==> src/hw/rtl/touch_calibration_mapper_core_assert.svh <==
// Assertion macros for the touch calibration mapper core.
// Used by the top level; no other dependencies.
`ifndef TOUCH_CALIBRATION_MAPPER_CORE_ASSERT_SVH
`define TOUCH_CALIBRATION_MAPPER_CORE_ASSERT_SVH
`ifndef SYNTHESIS
`define TCM_ASSERT_IMPL(label, clk, rst_n, prop) \
    label: assert property (@(posedge clk) disable iff (!rst_n) prop) \
        else $error("assertion failed");
`define TCM_ASSERT_NEVER(label, clk, rst_n, expr) \
    label: assert property (@(posedge clk) disable iff (!rst_n) !(expr)) \
        else $error("forbidden condition");
`else
`define TCM_ASSERT_IMPL(label, clk, rst_n, prop)
`define TCM_ASSERT_NEVER(label, clk, rst_n, expr)
`endif
`endif

==> src/hw/rtl/tcm_pkg.sv <==
// Shared types and constants for the touch calibration mapper.
// No dependencies.
`timescale 1ns / 1ps
package tcm_pkg;
    localparam int ADC_BITS = 10;

    localparam logic [1:0] CMD_SAMPLE  = 2'd0;
    localparam logic [1:0] CMD_LOAD    = 2'd1;
    localparam logic [1:0] CMD_COMPUTE = 2'd2;

    localparam logic [1:0] REG_THRESH = 2'd0;
    localparam logic [1:0] REG_LAND   = 2'd1;
    localparam logic [1:0] REG_HEIGHT = 2'd2;

    localparam logic [31:0] COEF_DEFAULT [7] = '{
        32'h00016440, 32'hFFFFD2A0, 32'hFAEC0868, 32'h00000080,
        32'h00022580, 32'hF8741560, 32'hFFFAB067
    };

    typedef struct packed {
        logic        start;
        logic [31:0] dividend;
        logic [31:0] divisor;
    } t_div_req;

    typedef struct packed {
        logic        done;
        logic [32:0] quotient;
    } t_div_rsp;
endpackage

==> src/hw/rtl/tcm_divider.sv <==
// Signed 32-bit restoring divider, one quotient bit per cycle, truncating.
// Depends on tcm_pkg.
`timescale 1ns / 1ps
module tcm_divider
    import tcm_pkg::*;
(
    input  logic     i_clk,
    input  logic     i_rst_n,
    input  t_div_req i_req,
    output t_div_rsp o_rsp
);
    logic [5:0]  r_cnt;
    logic        r_busy;
    logic        r_neg;
    logic [31:0] r_den;
    logic [32:0] r_rem;
    logic [31:0] r_quo;
    logic        r_done;
    logic [32:0] w_trial;
    logic [32:0] w_shift;

    assign w_shift = {r_rem[31:0], r_quo[31]};
    assign w_trial = w_shift - {1'b0, r_den};

    always_ff @(posedge i_clk) begin
        if (!i_rst_n) begin
            r_busy <= 1'b0;
            r_done <= 1'b0;
            r_cnt  <= '0;
        end else begin
            r_done <= 1'b0;
            if (i_req.start) begin
                r_busy <= 1'b1;
                r_cnt  <= 6'd32;
                r_neg  <= i_req.dividend[31] ^ i_req.divisor[31];
                r_den  <= i_req.divisor[31] ? (32'd0 - i_req.divisor) : i_req.divisor;
                r_quo  <= i_req.dividend[31] ? (32'd0 - i_req.dividend) : i_req.dividend;
                r_rem  <= '0;
            end else if (r_busy) begin
                if (!w_trial[32]) begin
                    r_rem <= w_trial;
                    r_quo <= {r_quo[30:0], 1'b1};
                end else begin
                    r_rem <= w_shift;
                    r_quo <= {r_quo[30:0], 1'b0};
                end
                r_cnt <= r_cnt - 6'd1;
                if (r_cnt == 6'd1) begin
                    r_busy <= 1'b0;
                    r_done <= 1'b1;
                end
            end
        end
    end

    assign o_rsp.done     = r_done;
    assign o_rsp.quotient = r_neg ? (33'd0 - {1'b0, r_quo}) : {1'b0, r_quo};
endmodule

==> config.mk <==
export PLATFORM = sky130hd
export DESIGN_NAME = tcm_divider
export DESIGN_NICKNAME = d
export VERILOG_FILES = /design/src/hw/rtl/touch_calibration_mapper_core_assert.svh /design/src/hw/rtl/tcm_pkg.sv /design/src/hw/rtl/tcm_divider.sv
export SDC_FILE = /design/constraint.sdc
export NUM_CORES = 1
export LEC_CHECK = 0
export BUFFER_PORTS_ARGS = -buffer_cell sky130_fd_sc_hd__buf_4
export CORE_ASPECT_RATIO = 0.5
export CORE_MARGIN = 5
export CORE_UTILIZATION = 54
export DETAILED_ROUTE_END_ITERATION = 10
export MAX_ROUTING_LAYER = met4
export PLACE_DENSITY = 0.78
export SLEW_MARGIN = 20
export SYNTH_ARGS = -nofsm -noshare
export SYNTH_HDL_FRONTEND = slang
export SYNTH_SLANG_ARGS = --single-unit
==> constraint.sdc <==
create_clock -name i_clk -period 3.3 [get_ports i_clk]
set_input_delay 0.66 -clock i_clk [delete_from_list [all_inputs] [get_ports i_clk]]
set_output_delay 0.66 -clock i_clk [all_outputs]
set_load 0.01 [all_outputs]
After elaboration in Yosys (flattened, before gate mapping)
Index checks and enable logic that the tools add are counted.
- bits in writable memories: 0
- output and inout bits: 34
- bits of input ports: 67
- bits in latches: 0
- register bits after elaboration: 105
- memory bits (read-only): 0
- word-level logic and storage cells: 37
- memories: 0
- bitwise operators: 3
- shifts and indexed selects: 0
- $mul: 0
- order comparisons: 0
- reductions and logical operators: 5
- muxes and demuxes: 14
- divide/modulo/power cells: 0
- add/subtract/negate cells: 5
- eq/ne operators: 1
- operator list (kind ; count):
    $mux 32 ; 5
    $sub 1x32->32 const A ; 2
    $mux 33 ; 1
    $sub 1x32->33 const A ; 1
    $sub 33x32->33 ; 1
    $mux 31 ; 1
    $mux 6 ; 2
    $eq 6x1->1 const B ; 1
    $sub 6x1->6 const B ; 1
    $mux 1 ; 5
    $reduce_and 2->1 ; 2
    $reduce_or 3->1 ; 1
    $not 1->1 ; 2
    $reduce_bool 2->1 ; 1
    $reduce_or 2->1 ; 1
    $xor 1x1->1 ; 1

Logic depth before layout (Yosys ltp)
- depth in word-level cells: 4
- gate-level depth with buffers: 14
- gate-level depth less buffers: 12

Worst setup path before layout
No wires, ideal clock.
- path kind: reg2out
- start: register r_quo[0]
- end: output o_rsp[31] in the netlist's numbering
- path buffers: 0
- arrival: 2.647 ns
- stages on the path, launching flop included: 10
- data required time: 2.640 ns
- slack: -0.007 ns
- cell sequence: edfxtp_1 > or4_1 > nand2b_1 > nand2b_1 > nor2_1 > nand2_1 > or4_1 > or3_1 > o31ai_1 > xnor2_1
- RTL lines (item ; RTL line ; RTL):
    start: declaration ; tcm_divider.sv:17 ; logic [31:0] r_quo;
    start signal: assignment ; tcm_divider.sv:37 ; r_quo <= i_req.dividend[31] ? (32'd0 - i_req.dividend) : i_req.dividend;
    start signal: assignment ; tcm_divider.sv:42 ; r_quo <= {r_quo[30:0], 1'b1};
    start signal: assignment ; tcm_divider.sv:45 ; r_quo <= {r_quo[30:0], 1'b0};
    end: declaration ; tcm_divider.sv:10 ; output t_div_rsp o_rsp

==> out/results.ini <==
[pwr]
p_leak_nw = 3.98
peakVddDrop_mv = 0.252
total_power_mw = 4.49
powerDensity_nw_per_um2 = 463

[detailed_routing]
viasPerCell = 5.86
wire_per_inst_um = 17.0
postRouteAntennaNets = 0
drc = 0
dr.first_iter.drc_count = 648
drt-total-wl_um = 20300
vias = 6997
dr.pass1.iters = 5

[logic_synthesis]
ys_top_cells_by_count = 97 x edfxtp_1, 79 x xnor2_1, 78 x nor2_1, 75 x nand2_1, 73 x a21oi_1
synth-xor-area-share_pct = 13.1
syn-instance-count = 853
yosysSeqAreaShare_pct = 39.3
yosysTopAreaCell = edfxtp_1
synth_ff_type = edfxtp_1
synth_top_family_by_area = compound AO/OA/AOI/OAI gates
synth_cell_types = 56
synthTopCellsByArea = edfxtp_1 37%, xnor2_1 8.8%, ha_1 5.9%
synth_seq_cells = 105
synthAdderAreaFrac_pct = 6.17
syn_nets = 958
yosysTopAreaCellShare_pct = 37.2
synth_mux_area_share_pct = 3.04
postSynthAreaPerCell_um2 = 9.17
async_reset_ff_share_pct = 0
post-synth-top-count-cell = edfxtp_1
yosys.area_share.simple_pct = 16.4
ys_warn_count = 0
synth_compound_area_share_pct = 17.9
syn_area_um2 = 7820
synth_edf_count = 97

[worst_setup_path]
reg2reg_from = r_quo[31]
endpoint_kind = output pin
cp_max_fo = 4
r2r_setup_slack_ns = 0.11
crit_type = flip-flop to output pin
crit_arrival_ns = 3.22
crit_start = r_quo[11]
worst_setup_path_start_kind = flip-flop
reg2reg_depth = 13
r2r-end = r_rem[6]
worstPathRequired_ns = 2.64

[sta]
fmax_mhz = 258
final-setup-viol-count = 12
fin_crit_sh_pct = 118
fin_setup_tns_ns = -4.40
rsz0062_at_grt = yes
drv_slew = 0
finalHoldViolCount = 0
clock_skew_ns = 0.00843
maxSlewHeadroom_pct = 63.4
period_needed_ns = 3.88
worst_slack_ns = -0.578
tightest_slew_ns = 0.549

[job]
cap_violations = 0

[clock_tree]
cts_sinks = 105
path_clk_slew_ns = 0.07
cts_tree = done
cts_buffers = 9
clock_path_buffers = 2
htree_num_levels = 3
clock-root-buffer = clkbuf_16
clock_latency_ns = 0.34

[finish]
nets = 1096
finish.utilization_pct = 67.8
num_antenna_cells = 0
design_area_um2 = 9710
area_growth_pct = 24.1
n_fill_cell = 1113
multi_input_area_um2 = 4660
drive_gt1_share_pct = 22.5
seqCellArea_um2 = 3070

[die]
io-pin-count = 101
rows = 31
dieArea_um2 = 17100
start_util_pct = 54.7
die_x_um = 180
core-area_um2 = 14300
die_h_um = 95.1

[min_path]
holdPathStages = 2
worstHoldEndpoint = r_cnt[0]
worstHoldPathType = flip-flop to flip-flop
hp-start = r_cnt[0]

[grt]
grtUsageTotal_pct = 23.2
grt_pass1_wl_um = 31900
grt_pass1_vias = 6813
grt_max_degree = 48
antenna_found_initial = 0
overflow = 0

[placed_design]
gp_congestion = 0.909
dpl.hpwl_um = 14500
port_buffers = 100
dpl_cell_area_um2 = 9090
place_worst_setup_slack_ns = -0.220

[status]
violations = setup timing
outcome = finished, violations left

==> metal layers <==
| metal | part of all wire (%) | track usage [%] | up-vias |
|---|---|---|---|
| met2 | 47 | 39.1 | 265 |
| met1 | 45 | 28.7 | 3335 |
| met5 | 0 | - | - |
| met4 | 1.4 | 5.22 | 0 |
| li1 | - | - | 3369 |
| met3 | 7.3 | 5.87 | 28 |
==> power by group <==
group / internal, mW / switching [mW] / leakage [nW]
Clock: 0.557 / 0.466 / 0.132
Combinational: 0.796 / 0.945 / 2.86
Sequential: 1.64 / 0.0934 / 0.989
Total: 2.99 / 1.50 / 3.98
==> timing repair <==
action,CTS,global route
buffers inserted,4,6
hold buffers,0,0
gates resized for setup,19,25
setup endpoints to repair,17,44
cloned,0,1
pin swaps,4,9
==> worst max-delay path by stage <==
stage | to | cells after the start
2_1_floorplan | r_quo[29] | 8
6_report | o_rsp[30] | 8
3_5_place_dp | r_quo[29] | 9
5_1_grt | o_rsp[30] | 8
3_3_place_gp | r_quo[29] | 9
4_1_cts | o_rsp[31] | 10
==> metrics by stage <==
step	hold slack, ns	instances
2_1_floorplan	0.467	853
3_3_place_gp	0.479	1167
3_5_place_dp	0.483	1167
4_1_cts	0.494	1187
5_1_grt	0.516	1194
6_report	0.493	1194
==> state kept, by name, summed over array words and instances (netlist names) <==
name and count:
r_den 32, r_quo 32, r_rem 32, r_cnt 6, r_busy 1, r_done 1, r_neg 1
==> worst max-delay path, stage by stage (launching register included) <==
cell and delay (ns):
edfxtp_1 0.41, or4_4 0.58, nor4_4 0.24, nor3b_4 0.27, nand2_1 0.12, or4_4 0.57, o41ai_4 0.37, xnor2_1 0.17
buf_4 0.15
==> area by class of cell <==
type	count	share of cell area, %
timing repair buffer	162	13.1
inverter	47	1.82
tap	198	2.55
sequential	105	31.7
clock buffer	13	2.68
multi-input combinational	666	48.0
clock inverter	3	0.245
==> placed cells by master, fill, tap and decap left out, types with 10 or more instances in the layout <==
master	synthesis	layout
a21o_1	16	16
a21oi_1	73	72
buf_4	2	156
clkbuf_16	0	10
edfxtp_1	97	97
ha_1	37	37
inv_1	47	47
mux2i_1	17	16
nand2_1	75	71
nand2b_1	16	13
nand3_1	23	23
nor2_1	78	76
nor3_1	11	11
o21ai_0	50	48
o31ai_1	25	22
o41ai_1	14	13
or3_1	12	10
or4_1	15	11
xnor2_1	79	77
xor2_1	38	37
==> logic make-up (layout without fill, tap and decap cells) <==
kind of cell / Yosys count / count (layout)
AND/OR/NAND/NOR: 266 / 266
XOR/XNOR: 117 / 117
adder cells (fa/ha/maj): 38 / 38
AO/OA/AOI/OAI: 222 / 222
buffers and inverters: 82 / 225
flip-flops: 105 / 105
multiplexers: 23 / 23
Power figures use the tool's default switching activity.
